--- src/hdl/e2r_pkg.sv ---
// Shared types, constants and helpers for the Euler angle to rotation matrix block.
// Used by the CORDIC cells, the matrix product stage and the top level.
`timescale 1ns / 1ps
package e2r_pkg;

  localparam int LaneW = 34;
  localparam int TrigW = 24;
  localparam int ProdW = 48;
  localparam int WideW = 72;

  localparam logic signed [LaneW-1:0] Q30Pi     = 34'sd3373259426;
  localparam logic signed [LaneW-1:0] Q30HalfPi = 34'sd1686629713;
  localparam logic signed [LaneW-1:0] CordicGain = 34'sd652032874;
  localparam logic signed [WideW-1:0] OneQ14     = 72'sd16384;

  typedef struct packed {
    logic signed [LaneW-1:0] x;
    logic signed [LaneW-1:0] y;
    logic signed [LaneW-1:0] z;
    logic                    neg;
  } lane_t;

  typedef lane_t [2:0] lanes_t;

  function automatic logic signed [LaneW-1:0] atan_q30(input logic [4:0] i);
    logic signed [LaneW-1:0] a;
    case (i)
      5'd0:  a = 34'sh03243F6A8;
      5'd1:  a = 34'sh01DAC6705;
      5'd2:  a = 34'sh00FADBAFC;
      5'd3:  a = 34'sh007F56EA6;
      5'd4:  a = 34'sh003FEAB76;
      5'd5:  a = 34'sh001FFD55B;
      5'd6:  a = 34'sh000FFFAAA;
      5'd7:  a = 34'sh0007FFF55;
      5'd8:  a = 34'sh0003FFFEA;
      5'd9:  a = 34'sh0001FFFFD;
      5'd10: a = 34'sh0000FFFFF;
      5'd11: a = 34'sh00007FFFF;
      5'd12: a = 34'sh00003FFFF;
      5'd13: a = 34'sh00001FFFF;
      5'd14: a = 34'sh00000FFFF;
      5'd15: a = 34'sh000007FFF;
      5'd16: a = 34'sh000003FFF;
      5'd17: a = 34'sh000001FFF;
      5'd18: a = 34'sh000000FFF;
      5'd19: a = 34'sh0000007FF;
      5'd20: a = 34'sh0000003FF;
      5'd21: a = 34'sh0000001FF;
      5'd22: a = 34'sh0000000FF;
      5'd23: a = 34'sh00000007F;
      5'd24: a = 34'sh00000003F;
      5'd25: a = 34'sh00000001F;
      5'd26: a = 34'sh00000000F;
      5'd27: a = 34'sh000000008;
      5'd28: a = 34'sh000000004;
      5'd29: a = 34'sh000000002;
      5'd30: a = 34'sh000000001;
      default: a = '0;
    endcase
    return a;
  endfunction

  // Round half up by sh bits, then clamp to plus or minus one in Q2.14.
  function automatic logic signed [15:0] rnd_clamp(input logic signed [WideW-1:0] v,
                                                   input int sh);
    logic signed [WideW-1:0] r;
    r = (v + (72'sd1 <<< (sh - 1))) >>> sh;
    if (r > OneQ14) r = OneQ14;
    if (r < -OneQ14) r = -OneQ14;
    return r[15:0];
  endfunction

endpackage

--- src/hdl/e2r_cordic_cell.sv ---
// One CORDIC rotation stage for the three angle lanes, registered.
// Depends on e2r_pkg for the lane type and the arctangent table.
`timescale 1ns / 1ps
module e2r_cordic_cell #(
  parameter int STAGE = 0
) (
  input  logic            clk,
  input  logic            rst_n,
  input  logic            en,
  input  logic            vld_in,
  input  e2r_pkg::lanes_t lanes_in,
  output logic            vld_out,
  output e2r_pkg::lanes_t lanes_out
);
  import e2r_pkg::*;

  localparam logic signed [LaneW-1:0] Da = atan_q30(5'(STAGE));

  lanes_t lanes_nxt;
  lanes_t lanes_r;
  logic   vld_r;

  always_comb begin
    for (int k = 0; k < 3; k++) begin
      lanes_nxt[k].neg = lanes_in[k].neg;
      if (!lanes_in[k].z[LaneW-1]) begin
        lanes_nxt[k].x = lanes_in[k].x - (lanes_in[k].y >>> STAGE);
        lanes_nxt[k].y = lanes_in[k].y + (lanes_in[k].x >>> STAGE);
        lanes_nxt[k].z = lanes_in[k].z - Da;
      end else begin
        lanes_nxt[k].x = lanes_in[k].x + (lanes_in[k].y >>> STAGE);
        lanes_nxt[k].y = lanes_in[k].y - (lanes_in[k].x >>> STAGE);
        lanes_nxt[k].z = lanes_in[k].z + Da;
      end
    end
  end

  always_ff @(posedge clk) begin
    if (!rst_n) begin
      vld_r <= 1'b0;
    end else if (en) begin
      vld_r <= vld_in;
    end
  end

  always_ff @(posedge clk) begin
    if (en) begin
      lanes_r <= lanes_nxt;
    end
  end

  assign vld_out   = vld_r;
  assign lanes_out = lanes_r;

endmodule

--- config.mk ---
export PLATFORM = sky130hd
export DESIGN_NAME = e2r_cordic_cell
export DESIGN_NICKNAME = d
export VERILOG_FILES = /design/src/hdl/e2r_pkg.sv /design/src/hdl/e2r_cordic_cell.sv
export SDC_FILE = /design/constraint.sdc
export NUM_CORES = 1
export LEC_CHECK = 0
export ABC_AREA = 1
export BUFFER_PORTS_ARGS = -buffer_cell sky130_fd_sc_hd__buf_2
export CAP_MARGIN = 20
export CORE_MARGIN = 2
export CORE_UTILIZATION = 45
export CTS_CLUSTER_DIAMETER = 120
export CTS_CLUSTER_SIZE = 40
export DETAILED_ROUTE_END_ITERATION = 16
export PLACE_DENSITY_LB_ADDON = 0.12
export SKIP_CTS_REPAIR_TIMING = 1
export SYNTH_ARGS = -nofsm -noshare
export SYNTH_HDL_FRONTEND = slang
export SYNTH_SLANG_ARGS = --single-unit
export TNS_END_PERCENT = 100
--- constraint.sdc ---
create_clock -name clk -period 6.6 [get_ports clk]
set_clock_uncertainty 0.15 [all_clocks]
set_input_delay 1.32 -clock clk [delete_from_list [all_inputs] [get_ports clk]]
set_output_delay 1.32 -clock clk [all_outputs]
set_load 0.01 [all_outputs]
* Word-level counts from Yosys, hierarchy flattened
Index checks and enable logic that the tools add are counted.
** Operators by class
- Muxes and demuxes :: 3
- Add/subtract/negate cells :: 15
** Operators with widths (count)
- $mux W102 :: 3
- $sub A34 B34 Y34 :: 6
- $add A34 B31 Y34 const B :: 3
- $add A34 B34 Y34 :: 3
- $sub A34 B31 Y34 const B :: 3
** Storage, ports and cells
- Register bits :: 310
- Logic and storage cells :: 31
- Output and inout port bits :: 310
- Bits of input ports :: 313

* Longest topological paths before layout
Gate-level depths: netlist of run 1.
- Word-level depth :: 2
- Depth in mapped cells :: 18
- Mapped depth without buffers :: 17

* Least setup slack after synthesis of run 1
Ideal clock, no wire load.
- Path kind :: input to register
- Start :: input port lanes_in[137] in the netlist's numbering
- End :: register lanes_r (netlist bit lanes_out[134]) (data pin)
- Setup time :: 252 ps
- Data arrival time :: 3493 ps
- Cell stages on the path :: 14
- Path slack :: 2704 ps
- Path through :: clkbuf_1 clkinv_1 clkbuf_1 ha_1 nand2_1 inv_1 a21boi_1 o21ai_0 nand2_1 nand2_1 nand2_1 nand2_1 nand2_1 nand2_1
** RTL lines
- from (decl) :: RTL line e2r_cordic_cell.sv:11 : input e2r_pkg::lanes_t lanes_in,
- to (signal assigned) :: RTL line e2r_cordic_cell.sv:48 : lanes_r <= lanes_nxt;
- to (decl) :: RTL line e2r_cordic_cell.sv:20 : lanes_t lanes_r;

==> impl_metrics.yaml, run 1 <==
worst_hold_path:
  hp-start: "vld_out$_SDFFE_PN0P_"
  min_path_type: "reg -> reg"
  min_to: "vld_out$_SDFFE_PN0P_"
  hold_depth: 2
timing:
  finalHoldViolCount: 0
  fin_crit_ns: 3.64
  post-route-period-util_pct: 55.1
  setup_viol: 0
  fin_tns_setup_ns: 0
  fmax_mhz: 275
  worst_slew_pin_slew_ns: 1.03
  timing.slew.headroom_pct: 31.0
  rsz0062_at_grt: "false"
  maxSlewViolCount: 0
yosys:
  synthSimpleGateAreaFrac_pct: 30.8
  synth_top_area_cell: "edfxtp_1"
  synth_ff_type: "edfxtp_1"
  seq_area_frac_synth_pct: 25.8
  syn_inst: 5374
  ys_types: 53
  synth_top_family_by_area: "simple AND/OR/NAND/NOR gates"
  yosys.area_share.xor_xnor_pct: 3.46
  synth_edf_count: 306
  yosysWarnings: 0
  syn-cell-area_sq_mm: 0.0357
  yosys_register_bits: 307
  synth_adder_area_share_pct: 14.2
  synth_compound_area_share_pct: 15.6
  syn_avg_cell_area_sq_um: 6.63
  synth_nets: 6083
  ys_async_sr_fraction_pct: 0
  synth_top_area_share_pct: 25.8
  synth_mux_area_share_pct: 0.112
  synthTopCellsByArea: "edfxtp_1, nand2_1, ha_1"
critical_path:
  worstPathRequired_ns: 6.82
  critPathLaunch: "lanes_in[34]"
  start_kind: "input port"
  cp_data_arrival_time_ns: 3.86
  r2r_end: "vld_out$_SDFFE_PN0P_"
  r2r_cells: 2
  crit_path_end_kind: "flip-flop"
  r2r_start: "vld_out$_SDFFE_PN0P_"
  rrSetupSlack_ns: 5.79
  path_class: "in -> reg"
  critPathMaxFanout: 71
run:
  max_cap_viol_count: 0
clock_tree:
  clk_latency_ns: 0.61
  cts.sinks: 307
  numCtsBuffers: 20
  clockBufferDepth: 3
  cts_tree: "done"
  cts_root_buffer: "clkbuf_16"
  clk_pin_slew_ns: 0.12
  htreeDepth: 1
routing:
  drc: 0
  avgViaCountPerCell: 5.47
  routed_wl_mm: 142
  dr.first_iter.drc_count: 3432
  first_pass_iters: 7
  wl_per_cell_um: 20.3
  drtAntennaViolNets: 0
  vias: 38200
power_and_ir_drop:
  ir_worst_vdd_v: 0.000192
  p_leak_nw: 20.3
  fin_total_pwr_mw: 7.60
  pwr-share-comb_pct: 43.2
  switching_share_pct: 44.0
  power_switching_mw: 3.34
  power_density_mw_per_mm2: 188
  power_frac_seq_pct: 35.1
  internal_power_mw: 4.25
  pwr-share-clk_pct: 21.7
grt:
  grt_pass1_wl_mm: 210
  grt_max_degree: 158
  grt_overflow_total: 0
  grt_pass1_vias: 35800
  grt_usage_pct: 33.3
  antenna_found_initial: 22
layout:
  fin_nets: 6605
  drive_gt1_share_pct: 12.6
  syn2layout_area_growth_pct: 13.0
die:
  core-area_sq_mm: 0.0787
  io_pins: 623
  rows: 103
  start_util_pct: 45.3
  die_y_um: 285
  die_w_um: 285
  die-area_sq_mm: 0.0815
placement:
  gp_congestion: 0.989
  port_buffers: 622
  hpwl_mm: 120
status:
  status: "complete, no violations"
[cells in the mapped netlist, types with 9 or more instances]
cell type	number
or2_2	9
buf_4	58
a21o_1	46
edfxtp_1	306
xor2_1	128
inv_1	715
nand2_1	1447
o211ai_1	15
o22ai_1	13
a21oi_1	492
o21bai_1	37
fa_1	12
a31oi_1	17
o21ai_0	322
nor2_2	13
nor3_1	69
o31ai_1	14
o21a_1	12
xnor2_1	13
nand4_1	50
clkbuf_1	27
ha_1	384
nor2_1	500
buf_2	35
nand3_1	497
o21ai_1	35
inv_2	18
[worst max path at each step]
| stage | to | slack (ns) | cells after the start |
|---|---|---|---|
| finish | lanes_out[33]$_DFFE_PP_ | 2.96 | 13 |
| CTS | lanes_out[33]$_DFFE_PP_ | 3.04 | 13 |
| global route | lanes_out[33]$_DFFE_PP_ | 2.80 | 13 |
| detailed placement | lanes_out[25]$_DFFE_PP_ | 2.38 | 13 |
| global placement | lanes_out[25]$_DFFE_PP_ | 2.40 | 13 |
| floorplan | lanes_out[134]$_DFFE_PP_ | 2.70 | 14 |
[kinds of logic (layout without fill, tap and decap cells)]
group	count (synthesis)	after routing
simple gates	2635	2635
xor+xnor	141	141
fa+ha+maj	396	396
mux	4	4
other cells	0	19
buf+inv	864	1400
compound gates	1027	1027
flops	307	307
[power groups by stage]
stage	logic, mW	registers, mW	clock network, mW
floorplan	1.89	2.79	0
global placement	3.22	2.71	0
detailed placement	3.23	2.70	0
CTS	3.24	2.66	1.69
global route	3.61	2.68	1.74
finish	3.28	2.67	1.65
[stage by stage]
stage	cell area (sq um)	std cells	utilization [%]	worst slack, ns	hold slack, ns
after global placement	39400	6924	50.0	2.40	0.369
after CTS	40300	6960	51.1	3.04	0.393
final	40300	6979	51.2	2.96	0.398
after global routing	40300	6968	51.1	2.80	0.401
after detailed placement	39400	6924	50.0	2.38	0.377
after floorplan	35700	5374	-	2.70	0.405
[worst max-delay path: stages]
cell and delay, ns:
buf_4 0.09, buf_4 0.73, ha_1 0.43, a21oi_1 0.17
nand2_1 0.13, a21boi_1 0.27, o21ai_1 0.19, nand2_1 0.09
nand2_1 0.13, nand2_1 0.13, nand2_1 0.06, nand2_1 0.05
nand2_1 0.04
[final cells by class]
type / count / area, sq um
Fill cell: 8261 / 38400
Multi-Input combinational cell: 4203 / 22900
Sequential cell: 307 / 9210
Timing Repair Buffer: 630 / 3210
Inverter: 734 / 2760
Tap cell: 1050 / 1310
Clock buffer: 21 / 526
Clock inverter: 15 / 345
Antenna cell: 19 / 47.5
[routing by layer]
| metal | vias to the layer above | global-route usage [%] | share of wire (%) |
|---|---|---|---|
| li1 | 18800 | - | - |
| met3 | 214 | 3.91 | 7.7 |
| met4 | 8 | 11.8 | 3.7 |
| met2 | 1481 | 55.4 | 46 |
| met5 | - | 0 | 0.040 |
| met1 | 17600 | 44.7 | 42 |
[sequential cells by signal, summed over array words and instances (netlist names)]
signal,count
lanes_out,306
vld_out,1
[cells in the final DEF (no fill, tap or decap), drive strengths merged]
cell type  count
nand4         50
and2           3
a31oi         17
fa            12
nor4          12
xnor2         13
xor2         128
or2           18
clkinv        11
dfxtp          1
a21oi        498
o211ai        17
o21ai        361
inv          738
nor3          74
nand2b         1
nand2       1456
o21bai        37
clkbuf        21
o22ai         13
edfxtp       306
o31ai         14
a21boi        12
nand3b         1
and3           3
o21a          12
nand3        501
nor3b          2
mux2i          4
diode         19
nor2         514
ha           384
buf          630
a21o          46
(Power assumes the default switching activity.)
==> inputs of run 2 (changes only) <==
Settings changed: ABC_AREA 1 to 0.
Clock period 6.6 ns to 3.2 ns, I/O delays scaled along.
==> impl_metrics.yaml, run 2 <==
clock_tree:
  cts.sinks: 307
  clockBufferDepth: 3
  cts_tree: "done"
  numCtsBuffers: 15
  htreeDepth: 1
  clk_pin_slew_ns: 0.13
  clk_latency_ns: 0.55
  cts_root_buffer: "clkbuf_16"
yosys:
  synth_ff_type: "edfxtp_1"
  yosysWarnings: 0
  synth_top_area_cell: "edfxtp_1"
  ys_async_sr_fraction_pct: 0
  synth_edf_count: 306
  syn_avg_cell_area_sq_um: 8.74
  synthTopCellsByArea: "edfxtp_1, ha_1, a21oi_1"
  synthMostInstantiatedCell: "a21oi_1"
  syn-cell-area_sq_mm: 0.0298
  seq_area_frac_synth_pct: 30.9
  ys_types: 83
  synth_nets: 4116
  yosys_register_bits: 307
  synthTopCellsByCount: "a21oi_1, ha_1, inv_1, edfxtp_1, nor2_1"
  syn_inst: 3407
  synth_top_area_share_pct: 30.9
layout:
  fillers: 5625
  fin_nets: 5492
  largest_reg_flops: 306
  syn2layout_area_growth_pct: 42.9
  fin_cells: 5670
  final_common_cell: "buf_4"
  drive_gt1_share_pct: 37.9
  mostFrequentLayoutCells: "buf_4, buf_2, a21oi_1"
power_and_ir_drop:
  p_leak_nw: 20.1
  pwr-share-comb_pct: 48.5
  internal_power_mw: 9.82
  power_frac_seq_pct: 35.2
  pwr-share-clk_pct: 16.2
  power_switching_mw: 5.84
  switching_share_pct: 37.3
  ir_worst_vdd_v: 0.000388
  fin_total_pwr_mw: 15.7
  power_density_mw_per_mm2: 368
routing:
  avgViaCountPerCell: 5.36
  wl_per_cell_um: 18.4
  first_pass_iters: 7
  routed_wl_mm: 104
  drtAntennaViolNets: 0
  vias: 30400
  dr.first_iter.drc_count: 2388
  drc: 0
timing:
  setup_viol: 4
  fmax_mhz: 302
  post-route-period-util_pct: 104
  worst_slew_pin_slew_ns: 1.04
  fin_tns_setup_ns: -0.170
  worst_slack_ns: -0.116
  fin_crit_ns: 3.32
  timing.slew.headroom_pct: 30.8
  rsz0062_at_grt: "true"
  finalHoldViolCount: 0
  maxSlewViolCount: 0
placement:
  hpwl_mm: 84.7
  port_buffers: 622
  pre_cts_ws_ns: -0.789
  gp_congestion: 0.969
  dp_cells: 5593
critical_path:
  r2r_end: "vld_out$_SDFFE_PN0P_"
  crit_path_end_kind: "flip-flop"
  r2r_start: "vld_out$_SDFFE_PN0P_"
  critPathMaxFanout: 6
  rrSetupSlack_ns: 2.45
  r2r_cells: 2
  cp_data_arrival_time_ns: 3.49
  path_class: "in -> reg"
  worstPathRequired_ns: 3.37
  start_kind: "input port"
grt:
  grt_max_degree: 96
  grt_use_met1_pct: 36.9
  grt_use_met2_pct: 49.0
  grt.busiest_layer: "met2"
  antenna_found_initial: 20
  grt_overflow_total: 0
  grt_pass1_wl_mm: 155
  met3_usage_pct: 2.83
  grt_usage_pct: 28.6
  grt_pass1_vias: 29100
worst_hold_path:
  min_path_type: "in -> reg"
  hp-start: "lanes_in[207]"
  hold_depth: 1
  min_to: "lanes_out[207]$_DFFE_PP_"
die:
  io_pins: 623
  die-area_sq_mm: 0.0682
  core-area_sq_mm: 0.0656
  die_y_um: 261
  die_w_um: 261
  start_util_pct: 45.4
  rows: 94
status:
  status: "finished with violations"
  violations: "negative setup slack"
run:
  max_cap_viol_count: 0
-- run 2: cell types whose count changed after synthesis, moves of 84 or more --
cell / delta
nand3_1: -450
nand2_1: -1305
o21ai_0: -121
xnor2_1: +211
a21o_1: +84
inv_1: -382
nor2_1: -215
-- run 2: worst max-delay path, cell delays in order --
cell      delay (ns)
buf_12          0.13
buf_8           0.13
ha_4            0.22
a21o_1          0.19
nor3b_2         0.21
o21bai_1        0.10
a21boi_4        0.14
a221o_1         0.34
o41a_1          0.41
a31o_2          0.28
a21o_1          0.15
a21o_1          0.19
a221oi_2        0.27
xnor2_1         0.10
-- run 2: power groups by stage --
stage / combinational, mW / clock, mW / sequential (mW)
2_1_floorplan: 3.52 / 0 / 5.94
3_3_place_gp: 7.16 / 0 / 5.60
3_5_place_dp: 7.20 / 0 / 5.61
4_1_cts: 7.24 / 2.62 / 5.52
5_1_grt: 8.23 / 2.74 / 5.58
6_report: 7.60 / 2.54 / 5.52
-- run 2: final cells by class --
type                    count  area [sq um]  share of cell area, %
diodes                     15          37.5                 0.0883
flip-flops and latches    307          9210                   21.7
repair buffers           1497          9900                   23.3
clock buffers              16           379                  0.892
clock inverters             9           163                  0.382
multi-input cells        2623         20400                   48.0
inverters                 339          1350                   3.17
well taps                 864          1080                   2.54
-- run 2: through the flow --
stage	util, %	hold slack [ns]	instance area, sq um
after floorplan	-	0.388	30900
after global placement	62.0	0.347	40700
after detailed placement	62.0	0.363	40700
after CTS	62.8	0.0712	41200
after global routing	64.8	0.0685	42500
final	64.8	0.0958	42500
-- run 2: worst max-delay path by stage --
stage	startpoint	endpoint	slack (ns)
floorplan	lanes_in[34]	lanes_out[33]$_DFFE_PP_	-0.60
global placement	lanes_in[254]	lanes_out[307]$_DFFE_PP_	-0.80
detailed placement	lanes_in[254]	lanes_out[307]$_DFFE_PP_	-0.79
CTS	lanes_in[254]	lanes_out[307]$_DFFE_PP_	-0.24
global route	lanes_in[34]	lanes_out[33]$_DFFE_PP_	-0.18
finish	lanes_in[34]	lanes_out[33]$_DFFE_PP_	-0.12
-- run 2: kinds of logic (layout without fill, tap and decap cells) --
family | after synthesis | after routing | share of synthesized area (%)
muxes | 42 | 42 | 1.42
adders and majority gates | 396 | 396 | 16.9
other | 0 | 15 | 0
and+or+nand+nor | 754 | 754 | 12.0
buffers and inverters | 477 | 1861 | 6.09
DFF | 307 | 307 | 30.9
xor gates and xnor gates | 273 | 273 | 8.03
AOI/OAI and AO/OA | 1158 | 1158 | 24.6
-- run 2: layer usage --
layer	wire length, um	vias to the layer above
met3	5820	199
met4	4420	8
met2	50200	997
met1	43800	14200
met5	56	-
li1	-	15000
